--- src/rtl/assert_macros.svh ---
// Assertion macros for the RTL top level, which carries the concurrent checks.
`ifndef ASSERT_MACROS_SVH
`define ASSERT_MACROS_SVH

// Implication check, disabled while reset is asserted.
`define SFD_ASSERT(label, prop) \
  label: assert property (@(posedge clk) disable iff (!rst_n) prop) \
    else $error("slip_frame_decoder assertion failed");

// Check that an expression is never true outside reset.
`define SFD_NEVER(label, expr) \
  label: assert property (@(posedge clk) disable iff (!rst_n) !(expr)) \
    else $error("slip_frame_decoder forbidden condition seen");

`endif

--- src/rtl/sfd_pkg.sv ---
// Package with SLIP codes and controller/datapath interface types.
package sfd_pkg;

  localparam int unsigned BYTE_W = 8;
  localparam int unsigned LEN_W  = 7;

  localparam logic [BYTE_W-1:0] CODE_END     = 8'hC0;
  localparam logic [BYTE_W-1:0] CODE_ESC     = 8'hDB;
  localparam logic [BYTE_W-1:0] CODE_ESC_END = 8'hDC;
  localparam logic [BYTE_W-1:0] CODE_ESC_ESC = 8'hDD;

  // Commands from the controller to the datapath.
  typedef struct packed {
    logic accept;      // input transfer happens this cycle
    logic issue_read;  // read the next packet byte from the store
    logic load_out;    // move the read data into the output register
  } sfd_cmd_t;

  // Status from the datapath to the controller.
  typedef struct packed {
    logic frame_end;   // current input byte closes a non-empty frame
    logic rd_last;     // read pointer sits on the final packet byte
    logic out_free;    // output register is empty after this edge
  } sfd_sts_t;

endpackage

--- src/rtl/sfd_ctrl.sv ---
// Controller state machine: accepts input bytes and sequences the packet drain.
module sfd_ctrl (
  input  logic              clk,
  input  logic              rst_n,
  input  logic              in_valid,
  output logic              in_ready,
  input  sfd_pkg::sfd_sts_t sts,
  output sfd_pkg::sfd_cmd_t cmd
);
  import sfd_pkg::*;

  typedef enum logic {
    ST_IDLE,
    ST_DRAIN
  } state_t;

  state_t state_r;
  state_t state_nxt;
  logic   load_pend_r;
  logic   load_pend_nxt;

  assign in_ready       = (state_r == ST_IDLE);
  assign cmd.accept     = in_valid && (state_r == ST_IDLE);
  assign cmd.issue_read = (state_r == ST_DRAIN) && !load_pend_r && sts.out_free;
  assign cmd.load_out   = load_pend_r;

  always_comb begin
    state_nxt     = state_r;
    load_pend_nxt = cmd.issue_read;
    unique case (state_r)
      ST_IDLE: begin
        if (cmd.accept && sts.frame_end) begin
          state_nxt = ST_DRAIN;
        end
      end
      ST_DRAIN: begin
        if (cmd.issue_read && sts.rd_last) begin
          state_nxt = ST_IDLE;
        end
      end
      default: state_nxt = ST_IDLE;
    endcase
  end

  always_ff @(posedge clk) begin
    if (!rst_n) begin
      state_r     <= ST_IDLE;
      load_pend_r <= 1'b0;
    end else begin
      state_r     <= state_nxt;
      load_pend_r <= load_pend_nxt;
    end
  end

endmodule

--- src/rtl/sfd_datapath.sv ---
// Datapath: escape decoding, packet store, read pointer and output register.
module sfd_datapath #(
  parameter int unsigned MAX_PACKET = 64
) (
  input  logic                       clk,
  input  logic                       rst_n,
  input  logic [sfd_pkg::BYTE_W-1:0] in_rx_byte,
  input  sfd_pkg::sfd_cmd_t          cmd,
  output sfd_pkg::sfd_sts_t          sts,
  input  logic                       out_ready,
  output logic                       out_valid,
  output logic [sfd_pkg::BYTE_W-1:0] out_packet_byte,
  output logic                       out_last_byte,
  output logic [sfd_pkg::LEN_W-1:0]  out_packet_length
);
  import sfd_pkg::*;

  localparam int unsigned AW = (MAX_PACKET > 1) ? $clog2(MAX_PACKET) : 1;

  logic [BYTE_W-1:0] store_mem [MAX_PACKET];

  logic              escape_pending_r;
  logic              escape_pending_nxt;
  logic [LEN_W-1:0]  fill_count_r;
  logic [LEN_W-1:0]  fill_count_nxt;
  logic [LEN_W-1:0]  len_r;
  logic [AW-1:0]     rd_ptr_r;
  logic [BYTE_W-1:0] rd_data_r;
  logic              rd_last_r;
  logic              out_valid_r;
  logic [BYTE_W-1:0] out_byte_r;
  logic              out_last_r;
  logic [LEN_W-1:0]  out_len_r;

  logic              store_en;
  logic [BYTE_W-1:0] store_byte;
  logic              has_room;
  logic              frame_end;

  assign has_room = (fill_count_r < LEN_W'(MAX_PACKET));

  always_comb begin
    store_en           = 1'b0;
    store_byte         = in_rx_byte;
    frame_end          = 1'b0;
    escape_pending_nxt = escape_pending_r;
    priority if (escape_pending_r) begin
      escape_pending_nxt = 1'b0;
      if (in_rx_byte == CODE_ESC_END) begin
        store_en   = 1'b1;
        store_byte = CODE_END;
      end else if (in_rx_byte == CODE_ESC_ESC) begin
        store_en   = 1'b1;
        store_byte = CODE_ESC;
      end
    end else if (in_rx_byte == CODE_ESC) begin
      escape_pending_nxt = 1'b1;
    end else if (in_rx_byte != CODE_END) begin
      store_en = 1'b1;
    end else begin
      frame_end = (fill_count_r != '0);
    end
  end

  always_comb begin
    fill_count_nxt = fill_count_r;
    if (store_en) begin
      fill_count_nxt = has_room ? (fill_count_r + LEN_W'(1)) : '0;
    end else if (frame_end) begin
      fill_count_nxt = '0;
    end
  end

  assign sts.frame_end = frame_end;
  assign sts.rd_last   = (({{(LEN_W-AW){1'b0}}, rd_ptr_r} + LEN_W'(1)) == len_r);
  assign sts.out_free  = !out_valid_r || out_ready;

  // Packet store: written while bytes arrive, read one byte per issue.
  always_ff @(posedge clk) begin
    if (cmd.accept && store_en && has_room) begin
      store_mem[fill_count_r[AW-1:0]] <= store_byte;
    end
    if (cmd.issue_read) begin
      rd_data_r <= store_mem[rd_ptr_r];
      rd_last_r <= sts.rd_last;
    end
  end

  always_ff @(posedge clk) begin
    if (!rst_n) begin
      escape_pending_r <= 1'b0;
      fill_count_r     <= '0;
      rd_ptr_r         <= '0;
      out_valid_r      <= 1'b0;
    end else begin
      if (cmd.accept) begin
        escape_pending_r <= escape_pending_nxt;
        fill_count_r     <= fill_count_nxt;
        if (frame_end) begin
          rd_ptr_r <= '0;
        end
      end
      if (cmd.issue_read) begin
        rd_ptr_r <= rd_ptr_r + AW'(1);
      end
      if (cmd.load_out) begin
        out_valid_r <= 1'b1;
      end else if (out_ready) begin
        out_valid_r <= 1'b0;
      end
    end
  end

  always_ff @(posedge clk) begin
    if (cmd.accept && frame_end) begin
      len_r <= fill_count_r;
    end
    if (cmd.load_out) begin
      out_byte_r <= rd_data_r;
      out_last_r <= rd_last_r;
      out_len_r  <= len_r;
    end
  end

  assign out_valid         = out_valid_r;
  assign out_packet_byte   = out_byte_r;
  assign out_last_byte     = out_last_r;
  assign out_packet_length = out_len_r;

endmodule

--- src/rtl/slip_frame_decoder.sv ---
// Top level of the SLIP receive deframer: controller plus datapath.
//
// Input channel: in_valid/in_ready with in_rx_byte, one raw serial byte per
// transfer. END closes a frame, ESC followed by ESC_END or ESC_ESC yields a
// literal END or ESC byte, and ESC followed by anything else drops that byte.
// While collecting a frame the block takes one byte per cycle.
// Result channel: out_valid/out_ready with out_packet_byte, out_last_byte
// and out_packet_length. A completed packet of n bytes is read out of the
// packet store in order; out_last_byte marks the final byte and every
// transfer repeats the packet length.
// The first byte of a packet passes the controller state, the read data
// register and the output register after the closing END transfer. The
// store has one read port with registered data, and each read waits for the
// previous byte to land in the output register. in_ready stays low from
// the closing END until the last byte has been read.
// When the receiver stalls, the output register holds its byte and the drain
// pauses; the next input byte is taken while the final byte still waits.
// Reset (rst_n low, synchronous) empties the store, clears the escape flag
// and the output valid flag. Empty frames give nothing; a data byte that
// finds the store full is dropped and empties it.
module slip_frame_decoder #(
  parameter int unsigned MAX_PACKET = 64
) (
  input  logic                       clk,
  input  logic                       rst_n,
  input  logic                       in_valid,
  output logic                       in_ready,
  input  logic [sfd_pkg::BYTE_W-1:0] in_rx_byte,
  output logic                       out_valid,
  input  logic                       out_ready,
  output logic [sfd_pkg::BYTE_W-1:0] out_packet_byte,
  output logic                       out_last_byte,
  output logic [sfd_pkg::LEN_W-1:0]  out_packet_length
);
  import sfd_pkg::*;

  `include "assert_macros.svh"

  sfd_cmd_t cmd;
  sfd_sts_t sts;

  // The controller owns the handshake on the input side and the read
  // sequencing; the datapath holds all stored data.
  sfd_ctrl u_ctrl (
    .clk      (clk),
    .rst_n    (rst_n),
    .in_valid (in_valid),
    .in_ready (in_ready),
    .sts      (sts),
    .cmd      (cmd)
  );

  sfd_datapath #(
    .MAX_PACKET (MAX_PACKET)
  ) u_datapath (
    .clk               (clk),
    .rst_n             (rst_n),
    .in_rx_byte        (in_rx_byte),
    .cmd               (cmd),
    .sts               (sts),
    .out_ready         (out_ready),
    .out_valid         (out_valid),
    .out_packet_byte   (out_packet_byte),
    .out_last_byte     (out_last_byte),
    .out_packet_length (out_packet_length)
  );

  // The store is never read while input bytes may be written into it.
  `SFD_NEVER(a_no_read_while_ready, cmd.issue_read && in_ready)
  // Only one store read is in flight at a time.
  `SFD_ASSERT(a_single_read, cmd.issue_read |=> !cmd.issue_read)
  // A closing END stops the input until the packet has been read.
  `SFD_ASSERT(a_drain_blocks_input, (cmd.accept && sts.frame_end) |=> !in_ready)

endmodule
--- config.mk ---
export PLATFORM = sky130hd
export DESIGN_NAME = slip_frame_decoder
export DESIGN_NICKNAME = d
export VERILOG_FILES = /design/src/rtl/sfd_pkg.sv /design/src/rtl/sfd_ctrl.sv /design/src/rtl/sfd_datapath.sv /design/src/rtl/slip_frame_decoder.sv
export VERILOG_INCLUDE_DIRS = /design/src /design/src/rtl
export SDC_FILE = /design/constraint.sdc
export NUM_CORES = 1
export LEC_CHECK = 0
export BUFFER_PORTS_ARGS = -buffer_cell sky130_fd_sc_hd__buf_2
export CAP_MARGIN = 20
export CORE_MARGIN = 3
export CORE_UTILIZATION = 59
export CTS_CLUSTER_SIZE = 16
export DETAILED_ROUTE_END_ITERATION = 10
export GPL_ROUTABILITY_DRIVEN = 0
export PLACE_DENSITY_LB_ADDON = 0.3
export SLEW_MARGIN = 20
export SYNTH_ARGS = -nofsm -noshare
export SYNTH_HDL_FRONTEND = slang
export SYNTH_SLANG_ARGS = --single-unit
--- constraint.sdc ---
create_clock -name clk -period 3.37 [get_ports clk]
set_input_delay 0.8425 -clock clk [delete_from_list [all_inputs] [get_ports clk]]
set_output_delay 0.8425 -clock clk [all_outputs]
set_load 0.005 [all_outputs]
==> results.json, run 1 <==
{
  "status": "complete, no violations",
  "cts_root_buffer": "clkbuf_16",
  "drt_pass1_iterations": 5,
  "async_flop_share": 0,
  "fin_crit_ns": 2.86,
  "hold_class": "flip-flop to flip-flop",
  "maxCapViolations": 0,
  "synth_edf_count": 544,
  "cts_resized": 0,
  "antenna_found_initial": 2,
  "end_kind": "flip-flop",
  "drc": 0,
  "via_per_inst": 6.61,
  "powerDensity_nw_per_um2": 549,
  "fin_worst_skew_ns": 0.0223,
  "via_count": 10988,
  "h-tree-depth": 2,
  "cts_buffer_depth": 3,
  "drtIter0Drc": 1363,
  "hpwl_microns": 29700,
  "synth_most_common_cell": "edfxtp_1",
  "rsz0062_at_grt": "false",
  "grt_pass1_vias": 10934,
  "cts_setup_buffers": 0,
  "hold_violations": 0,
  "path_clk_slew_ns": 0.06,
  "dieArea_sq_um": 39700,
  "ant_nets": 0,
  "peakVddDrop_uv": 395,
  "ios": 30,
  "yosys_register_bits": 561,
  "cpMostUsedCell": "mux2i_1",
  "crit_path_end": "u_datapath.rd_data_r[6]$_DFFE_PP_",
  "synth_top_area_frac": 0.741,
  "syn_area_per_cell_sq_um": 20.4,
  "insertion_delay_ns": 0.58,
  "yosys_warnings": 0,
  "syn-instance-count": 1080,
  "rrSetupSlack_ns": 0.51,
  "nets": 1168,
  "ys.flop_type": "edfxtp_1",
  "fin_setup_tns_ns": 0,
  "slowest_stage": "dfxtp_4",
  "cp-start-kind": "flip-flop",
  "synthTopCellsByCount": "edfxtp_1 (544), mux4_2 (140), nor2_1 (91)",
  "overflow": 0,
  "tightest_slew_ns": 0.892,
  "criticalPathCategory": "flip-flop to flip-flop",
  "setup_viol": 0,
  "synth_area_leaders": "edfxtp_1 (74%), mux4_2 (14%), nor2_1 (1.6%), dfxtp_1 (1.5%), mux2i_1 (1.2%)",
  "netlist_area_sq_um": 22000,
  "path_max_fanout": 50,
  "core_area_sq_um": 36700,
  "final.period_utilization": 0.850,
  "syn_to_final_growth_pct": 11.8,
  "io_buffers": 29,
  "cp-startpoint": "u_datapath.rd_ptr_r[1]$_SDFFE_PN0P_",
  "antennaDiodeCount": 0,
  "synth_cell_types": 55,
  "max_slew_margin": 0.405,
  "numCtsBuffers": 51,
  "power.leakage_nw": 7.50,
  "grt_pass1_wl_microns": 72700,
  "fp.dieH_microns": 199,
  "wirelength_microns": 48600,
  "r2r-start": "u_datapath.rd_ptr_r[1]$_SDFFE_PN0P_",
  "syn_nets": 1095,
  "max_freq_mhz": 349,
  "ys_seq_area_frac": 0.757,
  "cts_tree": "built",
  "r2r_end": "u_datapath.rd_data_r[6]$_DFFE_PP_",
  "worstPathCellList": "mux4_2, mux2i_1, mux2i_1, a32oi_1, nor4_1",
  "crit_required_ns": 3.67,
  "slew_viol_final": 0,
  "fp.dieW_microns": 199,
  "yosysTopAreaCell": "edfxtp_1",
  "row_count": 70,
  "max_stage_delay_ns": 0.88,
  "grt_max_degree": 65,
  "drive_gt1_frac": 0.261,
  "start_util": 0.600,
  "grt_util_all_layers": 0.253,
  "postCtsHoldBufs": 0,
  "cp.arrival_ns": 3.16,
  "wire_per_inst_microns": 29.2,
  "post-place-ws_ns": 0.125,
  "clock-sinks": 561,
  "worst_slack_ns": 0.506,
  "ff2ff_path_depth": 5
}
-- power by group --
| part | internal [mW] | switching, mW | leakage (nW) | total (mW) |
|---|---|---|---|---|
| sequential | 7.66 | 0.0109 | 5.04 | 7.67 |
| clock | 3.17 | 2.43 | 0.796 | 5.60 |
| combinational | 0.0585 | 0.208 | 1.66 | 0.267 |
| total | 10.9 | 2.65 | 7.50 | 13.5 |
-- critical path: cells and delay by family, from the launching register on --
kind | cells | cell delay [ns]
AOI/OAI and AO/OA | 1 | 0.19
DFF | 1 | 0.88
muxes | 3 | 0.86
and+or+nand+nor | 1 | 0.61
-- registers in the layout (all words and copies together) (netlist names) --
signal and flops:
u_datapath.escape_pending_r 1, u_datapath.out_packet_length 7, u_datapath.fill_count_r 7, u_datapath.store_mem 512, u_datapath.rd_ptr_r 6, u_datapath.out_packet_byte 8
u_datapath.out_valid 1, u_datapath.out_last_byte 1, u_datapath.len_r 7, u_ctrl.load_pend_r 1, u_ctrl.state_r 1, u_datapath.rd_last_r 1
u_datapath.rd_data_r 8
-- routing by layer --
metal	track usage	vias up	part of all wire
li1	-	4610	-
met1	0.377	5684	0.40
met2	0.379	580	0.46
met3	0.0573	110	0.10
met4	0.0843	4	0.035
met5	0	-	0.00049
-- layout make-up --
cell class | count | area (sq um)
multi-input combinational | 449 | 5030
clock buffer | 65 | 1400
fill | 2262 | 12100
timing repair buffer | 84 | 683
tap | 468 | 586
inverter | 6 | 22.5
clock inverter | 29 | 221
sequential | 561 | 16700
-- cells in the final DEF, fill, tap and decap left out, types with 9 or more instances in the layout --
cell       instances
edfxtp_1         544
mux4_2           140
nor2_1            91
clkbuf_16         53
buf_4             45
a21oi_1           31
buf_2             29
mux2i_1           26
nand3_1           20
dfxtp_1           14
o221ai_1          13
clkinv_1          13
nand3b_1          11
nand2_1           10
buf_12            10
clkbuf_1           9
-- how the worst min path moves through the flow --
stage	slack, ns	cells after the start	end	startpoint
after floorplan	0.40	0	u_datapath.out_last_byte$_DFFE_PP_	u_datapath.rd_last_r$_DFFE_PP_
after global placement	0.40	0	u_datapath.out_last_byte$_DFFE_PP_	u_datapath.rd_last_r$_DFFE_PP_
after detailed placement	0.40	0	u_datapath.out_packet_byte[1]$_DFFE_PP_	u_datapath.rd_data_r[1]$_DFFE_PP_
after CTS	0.42	0	u_datapath.out_packet_byte[4]$_DFFE_PP_	u_datapath.rd_data_r[4]$_DFFE_PP_
after global routing	0.42	0	u_datapath.out_packet_byte[4]$_DFFE_PP_	u_datapath.rd_data_r[4]$_DFFE_PP_
final	0.41	0	u_datapath.out_packet_byte[3]$_DFFE_PP_	u_datapath.rd_data_r[3]$_DFFE_PP_
-- logic make-up after synthesis --
| kind of cell | count (synthesis) | share of synthesized area |
|---|---|---|
| AO/OA/AOI/OAI | 86 | 0.0268 |
| buffers and inverters | 70 | 0.0148 |
| AND/OR/NAND/NOR | 185 | 0.0412 |
| flip-flops | 561 | 0.757 |
| multiplexers | 167 | 0.155 |
| XOR/XNOR | 8 | 0.00318 |
| adder cells (fa/ha/maj) | 3 | 0.00170 |
-- metrics by stage --
step	power, mW	util	instances	hold slack [ns]	cell area, sq um
finish	13.5	0.671	1662	0.415	24600
global route	13.9	0.671	1662	0.416	24600
CTS	13.6	0.671	1662	0.417	24600
detailed placement	8.09	0.627	1568	0.405	23000
global placement	8.08	0.627	1568	0.401	23000
floorplan	7.94	-	1080	0.400	22000
Note: power is estimated with default switching activity, not from simulation.
==> run 2: changes to the inputs <==
--- a/config.mk
+++ b/config.mk
@@ -9,7 +9,7 @@
 export BUFFER_PORTS_ARGS = -buffer_cell sky130_fd_sc_hd__buf_2
 export CAP_MARGIN = 20
 export CORE_MARGIN = 3
-export CORE_UTILIZATION = 59
+export CORE_UTILIZATION = 56
 export CTS_CLUSTER_SIZE = 16
 export DETAILED_ROUTE_END_ITERATION = 10
 export GPL_ROUTABILITY_DRIVEN = 0
==> constraint.sdc (replaced) <==
create_clock -name clk -period 2.5 [get_ports clk]
set_input_delay 0.625 -clock clk [delete_from_list [all_inputs] [get_ports clk]]
set_output_delay 0.625 -clock clk [all_outputs]
set_load 0.005 [all_outputs]
==> results.json, run 2 (synthesis results as in run 1) <==
{
  "hold_violations": 0,
  "drc": 0,
  "switching_share": 0.195,
  "slowest_stage": "mux4_2",
  "fp.dieW_microns": 204,
  "numCtsBuffers": 52,
  "rrSetupSlack_ns": -0.02,
  "via_count": 11518,
  "fin_cells": 1788,
  "powerDensity_nw_per_um2": 725,
  "via_per_inst": 6.44,
  "peakVddDrop_uv": 499,
  "cts_root_buffer": "clkbuf_16",
  "fin_worst_skew_ns": 0.0177,
  "hpwl_microns": 30800,
  "fp.dieH_microns": 204,
  "p_total_mw": 18.5,
  "power.switching_mw": 3.60,
  "ios": 30,
  "slew_viol_final": 0,
  "tightest_slew_ns": 0.839,
  "row_count": 72,
  "io_buffers": 29,
  "wire_per_inst_microns": 28.8,
  "drtIter0Drc": 1343,
  "cp-startpoint": "u_datapath.rd_ptr_r[0]$_SDFFE_PN0P_",
  "antenna_found_initial": 0,
  "largest_reg_flops": 512,
  "placedCellCount": 1676,
  "dieArea_sq_um": 41800,
  "syn_to_final_growth_pct": 16.0,
  "ff2ff_path_depth": 7,
  "fin_setup_tns_ns": -0.182,
  "final_core_util": 0.660,
  "worst_slack_ns": -0.0221,
  "design_area_sq_um": 25600,
  "drive_gt1_frac": 0.315,
  "crit_required_ns": 2.81,
  "maxCapViolations": 0,
  "postCtsHoldBufs": 0,
  "power.leakage_nw": 7.96,
  "start_util": 0.569,
  "clock-sinks": 561,
  "wirelength_microns": 51400,
  "max_slew_margin": 0.439,
  "end_kind": "flip-flop",
  "hold_class": "input pin to flip-flop",
  "violations": "setup timing",
  "ant_nets": 0,
  "path_max_fanout": 9,
  "grt_pass1_wl_microns": 75300,
  "core_area_sq_um": 38700,
  "cts_tree": "built",
  "fin_crit_ns": 2.52,
  "criticalPathCategory": "flip-flop to flip-flop",
  "r2r-start": "u_datapath.rd_ptr_r[0]$_SDFFE_PN0P_",
  "antennaDiodeCount": 0,
  "drt_pass1_iterations": 5,
  "pwr-share-clk": 0.419,
  "path_clk_slew_ns": 0.06,
  "crit_path_end": "u_datapath.rd_data_r[0]$_DFFE_PP_",
  "grt_max_degree": 65,
  "layout.cells.most_common": "edfxtp_1",
  "grt_pass1_vias": 11400,
  "nets": 1245,
  "grt_util_all_layers": 0.246,
  "status": "finished with violations",
  "hold_ws_ns": 0.284,
  "h-tree-depth": 2,
  "setup_viol": 18,
  "max_stage_delay_ns": 0.53,
  "final.period_utilization": 1.01,
  "overflow": 0,
  "r2r_end": "u_datapath.rd_data_r[0]$_DFFE_PP_",
  "max_freq_mhz": 396,
  "rsz0062_at_grt": "true",
  "cp.arrival_ns": 2.83,
  "post_dp_cell_area_sq_um": 23600,
  "p_int_mw": 14.9,
  "power.share.sequential": 0.558,
  "cts_buffer_depth": 3,
  "insertion_delay_ns": 0.58,
  "worstPathCellList": "buf_4, clkbuf_16, mux4_2, mux4_2, o22ai_2, buf_4, nor2_1",
  "post-place-ws_ns": -0.493,
  "pwr-share-comb": 0.023,
  "final_cell_mix": "edfxtp_1 (544), mux4_2 (140), buf_4 (105)",
  "cp-start-kind": "flip-flop"
}
-- run 2: routing by layer --
layer | track usage | up-vias | routed length [microns]
li1 | - | 4770 | -
met2 | 0.387 | 632 | 25000
met4 | 0.0784 | 0 | 1620
met1 | 0.358 | 6019 | 20200
met5 | 0 | - | 0
met3 | 0.0441 | 97 | 4600
-- run 2: worst min-delay path by stage --
stage | from | endpoint | slack [ns] | cells past startpoint
global placement | u_datapath.rd_data_r[0]$_DFFE_PP_ | u_datapath.out_packet_byte[0]$_DFFE_PP_ | 0.40 | 0
global route | rst_n | u_datapath.out_valid$_SDFFE_PN0P_ | 0.30 | 2
detailed placement | u_datapath.rd_data_r[5]$_DFFE_PP_ | u_datapath.out_packet_byte[5]$_DFFE_PP_ | 0.41 | 0
CTS | rst_n | u_datapath.out_valid$_SDFFE_PN0P_ | 0.27 | 2
finish | rst_n | u_datapath.out_valid$_SDFFE_PN0P_ | 0.28 | 2
floorplan | u_datapath.rd_last_r$_DFFE_PP_ | u_datapath.out_last_byte$_DFFE_PP_ | 0.40 | 0
-- run 2: power by group through the flow --
| stage | clock network [mW] | registers, mW | logic, mW |
|---|---|---|---|
| after floorplan | 0 | 10.5 | 0.166 |
| after global routing | 8.22 | 10.3 | 0.445 |
| after global placement | 0 | 10.5 | 0.406 |
| after CTS | 7.83 | 10.3 | 0.419 |
| after detailed placement | 0 | 10.5 | 0.415 |
| final | 7.76 | 10.3 | 0.426 |
-- run 2: final cells by class --
| type | count | area (sq um) |
|---|---|---|
| Sequential cell | 561 | 16700 |
| Inverter | 6 | 22.5 |
| Timing Repair Buffer | 160 | 1450 |
| Multi-Input combinational cell | 449 | 5080 |
| Clock buffer | 59 | 1350 |
| Tap cell | 518 | 648 |
| Fill cell | 2452 | 13200 |
| Clock inverter | 35 | 315 |
-- run 2: what timing repair did --
| item | CTS | global route |
|---|---|---|
| cloned | 0 | 4 |
| buffers inserted | 0 | 14 |
| setup endpoints to repair | 3 | 53 |
| resized for setup | 3 | 10 |
| pin swaps | 0 | 1 |
-- run 2: critical path, delay by kind of cell (launching register included) --
kind / cells / cell delay (ns)
and+or+nand+nor: 1 / 0.05
muxes: 2 / 1.05
buffers and inverters: 3 / 0.49
DFF: 1 / 0.47
AOI/OAI and AO/OA: 1 / 0.21
==> run 3: changes to the inputs <==
--- a/config.mk
+++ b/config.mk
@@ -8,8 +8,8 @@
 export LEC_CHECK = 0
 export BUFFER_PORTS_ARGS = -buffer_cell sky130_fd_sc_hd__buf_2
 export CAP_MARGIN = 20
-export CORE_MARGIN = 3
-export CORE_UTILIZATION = 56
+export CORE_MARGIN = 2
+export CORE_UTILIZATION = 59
 export CTS_CLUSTER_SIZE = 16
 export DETAILED_ROUTE_END_ITERATION = 10
 export GPL_ROUTABILITY_DRIVEN = 0
==> constraint.sdc (replaced) <==
create_clock -name clk -period 3.08 [get_ports clk]
set_input_delay 0.77 -clock clk [delete_from_list [all_inputs] [get_ports clk]]
set_output_delay 0.77 -clock clk [all_outputs]
set_load 0.005 [all_outputs]
==> results.json, run 3 (synthesis results as in run 1) <==
{
  "status": "complete, no violations",
  "row_count": 70,
  "max_slew_margin": 0.443,
  "slew_viol_final": 0,
  "fin_worst_skew_ns": 0.0304,
  "cp.arrival_ns": 2.94,
  "power.leakage_nw": 7.55,
  "grt_pass1_wl_microns": 72100,
  "wirelength_microns": 48300,
  "cp-start-kind": "input pin",
  "cts_setup_buffers": 0,
  "grt_max_degree": 65,
  "setup_viol": 0,
  "final.period_utilization": 0.890,
  "start_util": 0.600,
  "insertion_delay_ns": 0.58,
  "regArea_sq_um": 16700,
  "core_area_sq_um": 36700,
  "hold_class": "flip-flop to flip-flop",
  "hold_violations": 0,
  "final_core_util": 0.674,
  "tightest_slew_ns": 0.833,
  "path_max_fanout": 8,
  "overflow": 0,
  "cts_root_buffer": "clkbuf_16",
  "end_kind": "flip-flop",
  "h-tree-depth": 2,
  "peakVddDrop_uv": 339,
  "powerDensity_nw_per_um2": 597,
  "cts_tree": "built",
  "fin_cells": 1677,
  "placedCellCount": 1581,
  "drt_pass1_iterations": 6,
  "final_cell_mix": "edfxtp_1 (544), mux4_2 (140), nor2_1 (91)",
  "drive_gt1_frac": 0.274,
  "drtIter0Drc": 1462,
  "postCtsHoldBufs": 0,
  "wire_per_inst_microns": 28.8,
  "nets": 1182,
  "clock-sinks": 561,
  "largest_reg_flops": 512,
  "criticalPathCategory": "input pin to flip-flop",
  "worst_slack_ns": 0.338,
  "cts_resized": 0,
  "hpwl_microns": 29200,
  "ant_nets": 0,
  "post-place-ws_ns": -0.158,
  "grt_util_all_layers": 0.256,
  "multi_input_area_sq_um": 5030,
  "via_per_inst": 6.67,
  "dieArea_sq_um": 38900,
  "p_total_mw": 14.8,
  "cts_buffer_depth": 3,
  "fillCellCount": 2240,
  "fp.dieH_microns": 197,
  "grt_pass1_vias": 11005,
  "crit_required_ns": 3.28,
  "io_buffers": 29,
  "drc": 0,
  "fp.dieW_microns": 197,
  "rsz0062_at_grt": "false",
  "ios": 30,
  "syn_to_final_growth_pct": 12.3,
  "path_clk_slew_ns": 0.06,
  "via_count": 11183,
  "layout.cells.most_common": "edfxtp_1",
  "antenna_found_initial": 0,
  "fin_crit_ns": 2.74,
  "antennaDiodeCount": 0,
  "max_freq_mhz": 365,
  "maxCapViolations": 0,
  "numCtsBuffers": 52
}
-- run 3: cell count changes in the layout (fill, tap and decap cells not counted), moves of 4 or more --
cell,previous run,this run
buf_4,105,57
buf_12,17,11
clkbuf_1,6,11
clkinv_1,13,8
clkinvlp_4,1,6
buf_6,4,0
bufinv_16,6,2
clkbuf_16,57,53
clkinv_2,14,10
o22ai_1,0,4
o22ai_2,4,0
-- run 3: metal layers --
metal | vias to the layer above | part of all wire | global-route usage
met1 | 5719 | 0.40 | 0.377
met3 | 88 | 0.10 | 0.0452
met2 | 742 | 0.48 | 0.404
met5 | - | 0 | 0
li1 | 4634 | - | -
met4 | 0 | 0.025 | 0.0696
-- run 3: area by class of cell --
| type | instances | share of cell area |
|---|---|---|
| sequential | 561 | 0.675 |
| multi-input combinational | 449 | 0.203 |
| clock buffer | 66 | 0.0564 |
| timing repair buffer | 97 | 0.0321 |
| tap | 468 | 0.0237 |
| clock inverter | 30 | 0.00890 |
| inverter | 6 | 0.000910 |
-- run 3: path summary, 6_finish.rpt --
kind	start	endpoint	slack, ns	depth (start not counted)
worst min register to register	u_datapath.rd_data_r[0]$_DFFE_PP_	u_datapath.out_packet_byte[0]$_DFFE_PP_	0.42	0
worst min-delay path	u_datapath.rd_data_r[0]$_DFFE_PP_	u_datapath.out_packet_byte[0]$_DFFE_PP_	0.42	0
worst max register to register	u_datapath.rd_ptr_r[0]$_SDFFE_PN0P_	u_datapath.rd_data_r[1]$_DFFE_PP_	0.49	5
worst max-delay path	in_rx_byte[5]	u_datapath.store_mem[0][7]$_DFFE_PP_	0.34	7
-- run 3: where the power goes --
| part | switching (mW) | total (mW) | internal, mW |
|---|---|---|---|
| Combinational | 0.229 | 0.296 | 0.0669 |
| Clock | 2.69 | 6.07 | 3.38 |
| Sequential | 0.0128 | 8.39 | 8.38 |
| Total | 2.93 | 14.8 | 11.8 |
-- run 3: through the flow --
| step | TNS, ns | hold slack, ns | cell area, sq um |
|---|---|---|---|
| floorplan | 0 | 0.400 | 22000 |
| global placement | -0.364 | 0.404 | 23100 |
| detailed placement | -16.29 | 0.405 | 23100 |
| CTS | 0 | 0.407 | 24700 |
| global route | 0 | 0.426 | 24700 |
| finish | 0 | 0.417 | 24700 |
-- run 3: critical path, cell delays in order --
cell,delay (ns)
buf_2,0.11
nand3b_1,0.23
o31a_1,0.41
nor2_1,0.16
buf_4,0.16
nand3b_1,0.38
nor2_1,0.71
